File: src/rtl/core/sls_pkg.sv
// ----------------------------------------------------------------------------
// sls_pkg: shared types and constants for the serpentine LED scanout
// Matrix geometry, request and result layouts, and the internal bundles
// that pass between the sequencer, the pixel memory and the top level.
// ----------------------------------------------------------------------------
package sls_pkg;

	// Matrix geometry
	localparam int ROWS   = 8;
	localparam int COLS   = 8;
	localparam int PIXELS = ROWS * COLS;

	localparam int ROW_CW = (ROWS > 1) ? $clog2(ROWS) : 1;
	localparam int COL_CW = (COLS > 1) ? $clog2(COLS) : 1;
	localparam int ADDR_W = (PIXELS > 1) ? $clog2(PIXELS) : 1;
	localparam int GRB_W  = 24;

	// Request function codes
	typedef enum logic [1:0] {
		FN_SET   = 2'd0,
		FN_CLEAR = 2'd1,
		FN_FRAME = 2'd2,
		FN_SOLID = 2'd3
	} func_t;

	// Sequencer states
	typedef enum logic {
		S_IDLE = 1'b0,
		S_RUN  = 1'b1
	} seq_state_t;

	// Request payload
	typedef struct packed {
		logic [1:0] func;
		logic [2:0] row;
		logic [2:0] col;
		logic [7:0] green_in;
		logic [7:0] red_in;
		logic [7:0] blue_in;
	} req_t;

	// Result payload
	typedef struct packed {
		logic [7:0] green_out;
		logic [7:0] red_out;
		logic [7:0] blue_out;
		logic       frame_end;
	} result_t;

	// Pixel memory write port
	typedef struct packed {
		logic              en;
		logic              clear;
		logic [ADDR_W-1:0] addr;
		logic [GRB_W-1:0]  data;
	} wr_req_t;

	// Pixel memory read port
	typedef struct packed {
		logic              en;
		logic [ADDR_W-1:0] addr;
	} rd_req_t;

	// Per-pixel tag issued alongside each read
	typedef struct packed {
		logic valid;
		logic last;
	} tag_t;

endpackage

File: src/rtl/core/sls_pixel_mem.sv
// ----------------------------------------------------------------------------
// sls_pixel_mem: frame pixel store
// One write port, one registered read port. Per-entry valid bits give the
// all-zero reset and the clear of every entry at once; an invalid entry reads as zero.
// ----------------------------------------------------------------------------
module sls_pixel_mem
	import sls_pkg::*;
(
	input  logic             clk,
	input  logic             arst_n,
	input  wr_req_t          wr,
	input  rd_req_t          rd,
	output logic [GRB_W-1:0] rdata
);

	logic [GRB_W-1:0] mem_q [PIXELS];
	logic [PIXELS-1:0] valid_q;
	logic [GRB_W-1:0] rdata_q;

	// Valid bits: cleared by reset or a clear request, set on write
	always_ff @(posedge clk or negedge arst_n) begin
		if (!arst_n) begin
			valid_q <= '0;
		end else if (wr.clear) begin
			valid_q <= '0;
		end else if (wr.en) begin
			valid_q[wr.addr] <= 1'b1;
		end
	end

	// Storage array
	always_ff @(posedge clk) begin
		if (wr.en) begin
			mem_q[wr.addr] <= wr.data;
		end
	end

	// Registered read, masked by the valid bit
	always_ff @(posedge clk) begin
		if (rd.en) begin
			rdata_q <= valid_q[rd.addr] ? mem_q[rd.addr] : '0;
		end
	end

	assign rdata = rdata_q;

endmodule

File: src/rtl/core/sls_seq.sv
// ----------------------------------------------------------------------------
// sls_seq: serpentine scan sequencer
// Steps a row/column counter once per cycle and forms each pixel address
// with one shared multiply-add unit; even rows run backward, odd forward.
// ----------------------------------------------------------------------------
module sls_seq
	import sls_pkg::*;
(
	input  logic    clk,
	input  logic    arst_n,
	input  logic    go,
	output logic    busy,
	output rd_req_t rd,
	output tag_t    tag
);

	seq_state_t state_q, state_d;
	logic [ROW_CW-1:0] row_q;
	logic [COL_CW-1:0] idx_q;
	logic [COL_CW-1:0] col;
	logic row_end;
	logic last;

	assign row_end = (idx_q == COL_CW'(COLS - 1));
	assign last    = row_end && (row_q == ROW_CW'(ROWS - 1));

	// Next state
	always_comb begin
		state_d = state_q;
		case (state_q)
			S_IDLE: begin
				if (go) state_d = S_RUN;
			end
			S_RUN: begin
				if (last) state_d = S_IDLE;
			end
			default: state_d = S_IDLE;
		endcase
	end

	// Address unit: serpentine column select and row*COLS + col
	always_comb begin
		col = row_q[0] ? idx_q : (COL_CW'(COLS - 1) - idx_q);
	end

	// Outputs
	always_comb begin
		busy      = 1'b0;
		rd.en     = 1'b0;
		rd.addr   = ADDR_W'(row_q) * ADDR_W'(COLS) + ADDR_W'(col);
		tag.valid = 1'b0;
		tag.last  = 1'b0;
		case (state_q)
			S_RUN: begin
				busy      = 1'b1;
				rd.en     = 1'b1;
				tag.valid = 1'b1;
				tag.last  = last;
			end
			default: begin
				busy = 1'b0;
			end
		endcase
	end

	// State and scan counters
	always_ff @(posedge clk or negedge arst_n) begin
		if (!arst_n) begin
			state_q <= S_IDLE;
			row_q   <= '0;
			idx_q   <= '0;
		end else begin
			state_q <= state_d;
			if (go) begin
				row_q <= '0;
				idx_q <= '0;
			end else if (state_q == S_RUN) begin
				if (row_end) begin
					idx_q <= '0;
					row_q <= row_q + 1'b1;
				end else begin
					idx_q <= idx_q + 1'b1;
				end
			end
		end
	end

endmodule

File: src/rtl/core/serpentine_led_frame_scanout.sv
// ----------------------------------------------------------------------------
// serpentine_led_frame_scanout: LED matrix frame buffer with serpentine scan
// Set-pixel and clear requests take effect at the accepting edge, busy stays
// low. Frame and solid-colour requests hold busy while the scan counter
// steps through the 64 pixels, one per cycle, through the single memory read
// port; results pass the read and output registers and strobe one per cycle.
// Reset clears all pixels through per-entry valid bits; no clearing pass.
// ----------------------------------------------------------------------------
module serpentine_led_frame_scanout
	import sls_pkg::*;
(
	input  logic    clk,
	input  logic    arst_n,
	input  logic    start,
	output logic    busy,
	input  req_t    req,
	output logic    strobe,
	output result_t result
);

	logic accept;
	logic go;
	logic in_range;
	wr_req_t wr;
	rd_req_t rd;
	tag_t tag;
	logic [GRB_W-1:0] rdata;

	logic solid_q;
	logic [GRB_W-1:0] color_q;
	logic valid_s1, last_s1;
	logic strobe_q;
	result_t result_q;
	logic [GRB_W-1:0] pix;

	// Request decode
	assign accept   = start && !busy;
	assign in_range = ({1'b0, req.row} < 4'(ROWS)) && ({1'b0, req.col} < 4'(COLS));
	assign go       = accept && ((req.func == FN_FRAME) || (req.func == FN_SOLID));

	always_comb begin
		wr.en    = accept && (req.func == FN_SET) && in_range;
		wr.clear = accept && (req.func == FN_CLEAR);
		wr.addr  = ADDR_W'(32'(req.row) * COLS + 32'(req.col));
		wr.data  = {req.green_in, req.red_in, req.blue_in};
	end

	sls_seq u_seq (
		.clk    (clk),
		.arst_n (arst_n),
		.go     (go),
		.busy   (busy),
		.rd     (rd),
		.tag    (tag)
	);

	sls_pixel_mem u_mem (
		.clk    (clk),
		.arst_n (arst_n),
		.wr     (wr),
		.rd     (rd),
		.rdata  (rdata)
	);

	// Emit mode and solid colour, captured per request
	always_ff @(posedge clk or negedge arst_n) begin
		if (!arst_n) begin
			solid_q <= 1'b0;
		end else if (go) begin
			solid_q <= (req.func == FN_SOLID);
		end
	end

	always_ff @(posedge clk) begin
		if (go) begin
			color_q <= {req.green_in, req.red_in, req.blue_in};
		end
	end

	// Read stage tag, aligned with the memory read register
	always_ff @(posedge clk or negedge arst_n) begin
		if (!arst_n) begin
			valid_s1 <= 1'b0;
			last_s1  <= 1'b0;
		end else begin
			valid_s1 <= tag.valid;
			last_s1  <= tag.last;
		end
	end

	// Output register
	assign pix = solid_q ? color_q : rdata;

	always_ff @(posedge clk or negedge arst_n) begin
		if (!arst_n) begin
			strobe_q <= 1'b0;
		end else begin
			strobe_q <= valid_s1;
		end
	end

	always_ff @(posedge clk) begin
		if (valid_s1) begin
			result_q.green_out <= pix[23:16];
			result_q.red_out   <= pix[15:8];
			result_q.blue_out  <= pix[7:0];
			result_q.frame_end <= last_s1;
		end
	end

	assign strobe = strobe_q;
	assign result = result_q;

	// Checks
	a_busy_fall_after_last: assert property (@(posedge clk) disable iff (!arst_n)
		$fell(busy) |-> $past(tag.last))
		else $error("busy dropped without a final pixel read");

	a_last_reaches_output: assert property (@(posedge clk) disable iff (!arst_n)
		tag.last |-> ##2 (strobe && result.frame_end))
		else $error("final pixel did not strobe out with frame_end");

	a_read_to_strobe: assert property (@(posedge clk) disable iff (!arst_n)
		valid_s1 |=> strobe)
		else $error("read stage did not produce a result");

endmodule

File: config.mk
export PLATFORM = sky130hd
export DESIGN_NAME = serpentine_led_frame_scanout
export DESIGN_NICKNAME = d
export VERILOG_FILES = /design/src/rtl/core/sls_pkg.sv /design/src/rtl/core/sls_pixel_mem.sv /design/src/rtl/core/sls_seq.sv /design/src/rtl/core/serpentine_led_frame_scanout.sv
export SDC_FILE = /design/constraint.sdc
export NUM_CORES = 2
export LEC_CHECK = 0
export ABC_CLOCK_PERIOD_IN_PS = 4040
export BUFFER_PORTS_ARGS = -buffer_cell sky130_fd_sc_hd__buf_2
export CORE_ASPECT_RATIO = 0.9
export CORE_MARGIN = 2
export CORE_UTILIZATION = 52
export DETAILED_ROUTE_END_ITERATION = 12
export PLACE_DENSITY_LB_ADDON = 0.1
export SYNTH_ARGS = -nofsm -noshare
export SYNTH_HDL_FRONTEND = slang
export SYNTH_SLANG_ARGS = --single-unit
File: constraint.sdc
create_clock -name clk -period 4.04 [get_ports clk]
set_input_delay 0.606 -clock clk [delete_from_list [all_inputs] [get_ports clk]]
set_output_delay 0.606 -clock clk [all_outputs]
set_load 0.05 [all_outputs]
### After elaboration in Yosys (flattened, before gate mapping)

Memories as Yosys holds them, arrays and structs flattened. A register that Yosys moved wholly into a read port is not among the register bits.
Cells that the tools add are included.

* add/subtract/negate cells: 5
* magnitude comparators: 3
* eq/ne operators: 5
* muxes and demuxes: 21
* bitwise operators: 2
* reductions and logical operators: 14

Operators with widths (count)
* 64-bit 2-to-1 mux: 2
* 64-bit OR: 1
* 24-bit 2-to-1 mux: 1
* 3-bit 2-to-1 mux: 7
* 6-bit by 7-bit < comparator with 1-bit output (second input constant): 2
* 6-bit by 3-bit adder with 6-bit output: 2
* 1-bit 2-to-1 mux: 7
* 3-bit by 1-bit adder with 3-bit output (second input constant): 2
* 1-bit binary-select mux with 6-bit select: 1
* 1-bit demux with 6-bit select: 1
* 3-bit == test (second input constant): 2
* 6-bit by 1-bit greater-or-equal comparator with 1-bit output (second input constant): 1
* 1-bit logical AND: 6
* 2-bit nonzero test: 3
* 2-bit == test (second input constant): 2
* 3-bit subtractor (first input constant): 1
* 2-bit by 1-bit == test with 1-bit output (second input constant): 1
* 1-bit zero test: 2
* 2-bit zero test: 1
* 2-bit 2-to-1 mux: 1
* 1-bit one-hot mux with 2 select lines: 1
* 2-bit AND reduction: 1
* 1-bit logical OR: 1
* 1-bit NOT: 1

* bits in registers: 124
* RAM bits: 1536
* input port bits: 35
* output and inout port bits: 27
* memories: 1

Memories
* u_mem.mem_q: depth 64, bits a word 24, read ports 1, clocked after Yosys merged registers in 1, write ports 1, line sls_pixel_mem.sv:16 `logic [GRB_W-1:0] mem_q [PIXELS];`

### Longest topological paths before layout

* word-level depth: 8
* mapped depth: 12
* mapped depth without buffers: 6

### Cells and area by module

Synthesis repeated with hierarchy kept, for this count alone.

* cell total of the unflattened synthesis: 2903
* area total of the unflattened synthesis: 64084.0 µm²

Modules (own cells, without submodules)
* sls_pixel_mem: instances 1, cells each 2781, area an instance 61666.6 µm², seq. area each 48446.5 µm²
* serpentine_led_frame_scanout: instances 1, cells each 84, area an instance 2006.9 µm², seq. area each 1571.5 µm²
* sls_seq: instances 1, cells each 38, area an instance 410.4 µm², seq. area each 175.2 µm²

### Least setup slack after synthesis

OpenSTA, ideal clock, no wires.

* kind: register -> register
* from: reg u_seq.state_q
* to: mem u_mem.mem_q[55][0], enable pin
* setup time: 406 ps
* arrival: 3074 ps
* required time: 3634 ps
* slack: 560 ps
* cell stages (with the launch flop): 5
* clock period less this slack: 3480 ps
* cells stage by stage: dfrtp_1 -> nand2b_1 -> nor4b_1 -> nand3_1 -> nor2_1

* word-level cells in the longest chain between the ends: 6

Ends and longest elaborated chain
* from (decl): line sls_seq.sv:17 `seq_state_t state_q, state_d;`
* from (signal assigned): line sls_seq.sv:73 `state_q <= state_d;`
* 1-bit 2-to-1 mux: line sls_seq.sv:53 `case (state_q)`
* 1-bit zero test: line serpentine_led_frame_scanout.sv:37 `assign accept = start && !busy;`
* 1-bit logical AND: line serpentine_led_frame_scanout.sv:37
* 1-bit logical AND: line serpentine_led_frame_scanout.sv:42 `wr.en = accept && (req.func == FN_SET) && in_range;`
* 1-bit 2-to-1 mux: line sls_pixel_mem.sv:33 `if (wr.en) begin`
* 1-bit 2-to-1 mux (not written as such): line sls_pixel_mem.sv:34 `mem_q[wr.addr] <= wr.data;`
* to (decl): line sls_pixel_mem.sv:16

Every way passes these cells.

### Worst setup path in the final report

* from: reg u_seq.idx_q[0]
* to: reg u_mem.rdata_q[23], in the netlist u_mem.rdata[23] (read register of u_mem.mem_q), data pin

* word-level cells in the longest chain between the ends: 6

Ends and longest elaborated chain
* from (decl): line sls_seq.sv:19 `logic [COL_CW-1:0] idx_q;`
* from (signal assigned): line sls_seq.sv:82 `idx_q <= idx_q + 1'b1;`
* 3-bit subtractor: line sls_seq.sv:43 `col = row_q[0] ? idx_q : (COL_CW'(COLS - 1) - idx_q);`
* 3-bit 2-to-1 mux (*): line sls_seq.sv:43
* 6-bit by 3-bit adder with 6-bit output (*): line sls_seq.sv:50 `rd.addr = ADDR_W'(row_q) * ADDR_W'(COLS) + ADDR_W'(col);`
* 1-bit binary-select mux with 6-bit select: line sls_pixel_mem.sv:41 `rdata_q <= valid_q[rd.addr] ? mem_q[rd.addr] : '0;`
* 1-bit 2-to-1 mux (not written as such): line sls_pixel_mem.sv:41
* 1-bit zero test (no source line)
* to (decl): line sls_pixel_mem.sv:18 `logic [GRB_W-1:0] rdata_q;`

Every way passes the cells marked *; elsewhere a longest branch is shown, timed or not. The select of a mux whose other input is x is not followed.
A chain may end at the register's enable or synchronous reset.

==> flow_results.org <==
** Run status
- Outcome :: finished clean

** Power and ir drop
- The design draws between 50 and 60 mW.
- VDD IR max :: 588 uV
- The analysis attributes to cell leakage a power of 24.8 nW.
- Areal power density over the cells :: 700 mW/mm2

** Clock tree
- CTS tree :: done
- Sinks on the clock net :: 1684
- TritonCTS buffer count :: 167
- The cell sitting at the root of the clock tree is a clkbuf_16.
- The H-tree was split into 4 levels.
- Clk slew on worst S/H paths :: 0.06 ns
- Worst-Skew Late Latency :: 0.80 ns
- Post-CTS setup buffer count :: 0
- Maximum root-to-sink buffer count :: 3

** Floorplanning
- Die area :: 0.129 mm2
- DIE WIDTH :: 378 um
- The floorplan step set the die height to roughly 340 um.
- Row generation in the floorplan step produced 123 rows.
- Once the floorplan was initialized, standard cells occupied around 52% of the core.
- During I/O placement, the number of pins put on the boundary was 62.
- The floorplan step defined a core boundary enclosing around 0.12 mm2.

** Timing
- Number of setup violations in the final report :: 0
- Derived from the worst setup path, the maximum achievable clock frequency is 250 MHz.
- Final Hold Viols :: 0
- Headroom to the max-slew limit came out at 14.7%.
- The count of final max-slew check failures is 0.
- Minimum clock period after layout :: ~4 ns
- RSZ-0062 raised after global routing :: no
- Largest clock skew in the final design :: 0.0313 ns
- Transition time at the pin with the least slew margin :: ~1.3 ns
- Dividing the final minimum period by the clock period gives a little over nine tenths.
- Across all setup checks in the final design, the least slack found is around 0.042 ns.

** Cells and area
- Final instance count without filler cells :: 5276
- Of the cells placed in the final design, the portion with a size suffix greater than 1 is between 20% and 30%.
- Final core utilization :: 59.5%
- Layout Area Growth over Synthesis :: 13.6%
- Commonest non-fill, non-tap cell in the layout :: edfxtp_1
- Most frequent cells in the layout :: edfxtp_1, mux4_2, buf_4
- The finished cells cover 0.0742 mm2.
- # nets final :: between 3000 and 4000
- # fillers :: 8861

** Synthesis
- The number of nets handed over by synthesis was 3222.
- For this run, the number of Yosys warnings is 0.
- Among all flip-flop cells after synthesis, the most frequent one is edfxtp_1.
- Count of state elements after synthesis :: 1684
- Synthesis handed over a netlist of 3183 instances.
- After synthesis, the largest family of logic cells by area is multiplexers.
- Summing the areas of all fa, ha and maj instances in the mapped netlist gives less than 1% of the synthesized area.
- EDFF count, synth :: 1609
- Total standard cell area after synthesis :: 0.0654 mm2
- Each instance of the synthesized netlist takes up on average 20.5 um2.
- Summing the areas of all compound-gate instances in the mapped netlist gives 4.61% of the synthesized area.
- Counting flops with an async set or reset pin after synthesis yields a share of 4.45%.
- Post-synthesis share of cell area spent on and, or, nand and nor gates :: 2.39%
- Summing the areas of all xor and xnor instances in the mapped netlist gives 0.0651% of the synthesized area.
- Netlist cell types :: approximately 70
- Multiplexer share of the synthesized area :: 13.9%
- The share of the Yosys chip area taken by registers is 76.8%.

** Setup path
- Crit path cell chain :: xor2_4, buf_4, buf_4, mux4_2, a21oi_1, a211o_1, a21oi_1
- Worst path top cell family by delay :: compound AO/OA/AOI/OAI gates
- For the worst setup path, the data arrival time is 4.52 ns.
- Nature of the critical path startpoint :: flip-flop
- By startpoint and endpoint, the worst setup path is classified as flip-flop to flip-flop.
- Of all nets on the critical path, the largest fanout is 16.
- Nature of the critical path endpoint :: flip-flop
- The number of buffers and inverters on the critical path is 2.
- STA puts the critical path data required time at roughly 4.6 ns.
- For this design, the slowest cell found on the critical path is xor2_4.
- Delay of the slowest cell on the worst path :: just over 0.8 ns

** Global route
- The first global-routing pass estimated 274 mm of wire.
- The initial antenna violation count is 16.
- Vias in the first global route :: 34000
- Overall routing resource usage :: 31.1%
- Entering global routing, the biggest net connects 93 pins.
- After global routing the overflow that remains totals 0.

** Routing
- The count of nets left with antenna violations once routing finished came out at 0.
- Total via count after detailed routing :: about 35000
- Wires add up to 198 mm.
- WL per Instance :: 37.5 um
- For this run, design rule violations remaining after detail routing come to 0.
- Before antenna repair, the detailed router went through 6 iterations.
- Using the TritonRoute via totals, the vias-per-cell ratio works out to between 6 and 7.
- In this run, the number of DRC markers left after iteration 0 of detailed routing was 5871.

** Place
- In this run the tool buffered the top-level ports with 61 buffer cells.
- Placement Cell Area :: 0.0689 mm2
- Worst setup timing slack at the placement stage :: -0.117 ns
- At the end of routability-driven placement, the weighted congestion stood at 0.957.
- Once placement completed, the tool counted placed cells totaling 4964.
- HPWL reported at the end of detailed placement :: 118 mm

** Run
- Max-cap violations in this run came to 0.

** Min path
- Tightest Hold Check Type :: input port to flip-flop
cells by family (layout without fill, tap and decap cells):
| group | count (synthesis) | after routing |
|---|---|---|
| flip-flops | 1684 | 1684 |
| multiplexers | 526 | 526 |
| AO/OA/AOI/OAI | 419 | 419 |
| AND/OR/NAND/NOR | 349 | 349 |
| buffers and inverters | 197 | 599 |
| adder cells (fa/ha/maj) | 4 | 4 |
| XOR/XNOR | 4 | 4 |
| other | 0 | 4 |
cell type report:
class                      instances  area (um2)  share of cell area (%)
antenna                            4        10.0                  0.0135
clock buffer                     215        4540                    6.11
clock inverter                    92         802                    1.08
inverter                          10        40.0                  0.0539
multi-input combinational       1302       14200                    19.1
sequential                      1684       50200                    67.7
tap                             1687        2110                    2.84
timing repair buffer             282        2310                    3.11
synth_stat cells, types with 14 or more instances:
library cell,count,area share (%)
mux2i_1,170,2.6
clkbuf_1,51,0.29
nor3_1,17,0.13
dfrtp_1,75,2.9
edfxtp_1,1609,74
o22ai_1,33,0.32
a21o_1,58,0.67
a21oi_1,77,0.59
o21ai_0,48,0.37
a221oi_1,24,0.32
mux4_1,14,0.56
mux2_2,59,1.0
buf_6,29,0.50
a211o_1,14,0.19
a221o_1,20,0.31
buf_4,37,0.43
a211oi_1,14,0.16
a22oi_1,20,0.23
nor2_1,100,0.57
nand3_1,33,0.25
buf_2,46,0.35
o221ai_1,24,0.32
mux4_2,283,9.8
nand2_1,132,0.76
state kept, by name, summed over array words and instances, names as in the netlist, 3 cells and up:
name / count
u_mem.valid_q: 64
u_seq.row_q: 3
color_q: 24
u_seq.idx_q: 3
u_mem.rdata: 24
result: 25
u_mem.mem_q: 1536
worst paths after layout:
| kind | start | endpoint | slack [ns] | cells after the start |
|---|---|---|---|---|
| worst max-delay path | u_seq.idx_q[0] | u_mem.rdata[23] | 0.04 | 7 |
| worst min-delay path | req[4] | u_mem.mem_q[1][4] | 0.05 | 1 |
| worst max register to register | u_seq.idx_q[0] | u_mem.rdata[23] | 0.04 | 7 |
| worst min register to register | last_s1 | result[0] | 0.45 | 0 |
| max in group asynchronous | arst_n | u_mem.valid_q[3] | 2.65 | 3 |
| min in group asynchronous | arst_n | u_mem.valid_q[27] | 0.48 | 2 |
per-stage QoR:
stage / hold slack (ns) / TNS [ns]
global route: 0.0438 / 0
global placement: 0.426 / -0.0860
detailed placement: 0.441 / -0.131
floorplan: 0.310 / 0
finish: 0.0518 / 0
CTS: 0.00343 / 0
report_power, final:
part	internal, mW	total [mW]	switching, mW
logic	6.16	16.7	10.6
registers	19.5	19.9	0.406
clock network	8.85	15.3	6.44
total	34.6	52.0	17.4
routing by layer:
| layer | vias to the layer above | global-route usage [%] | wire length (um) |
|---|---|---|---|
| met5 | - | 0 | 98 |
| met4 | 14 | 9.78 | 6260 |
| met3 | 344 | 9.03 | 24400 |
| met2 | 2350 | 45.5 | 88600 |
| met1 | 18600 | 45.5 | 78400 |
| li1 | 13800 | - | - |
what timing repair did:
action / in CTS / in global routing
hold buffers: 1 / 0
resized for setup: 2 / 0
endpoints found under the setup margin: 2 / 0
endpoints found under the hold margin: 57 / 0
No activity file was read; power rests on OpenSTA's default activity.
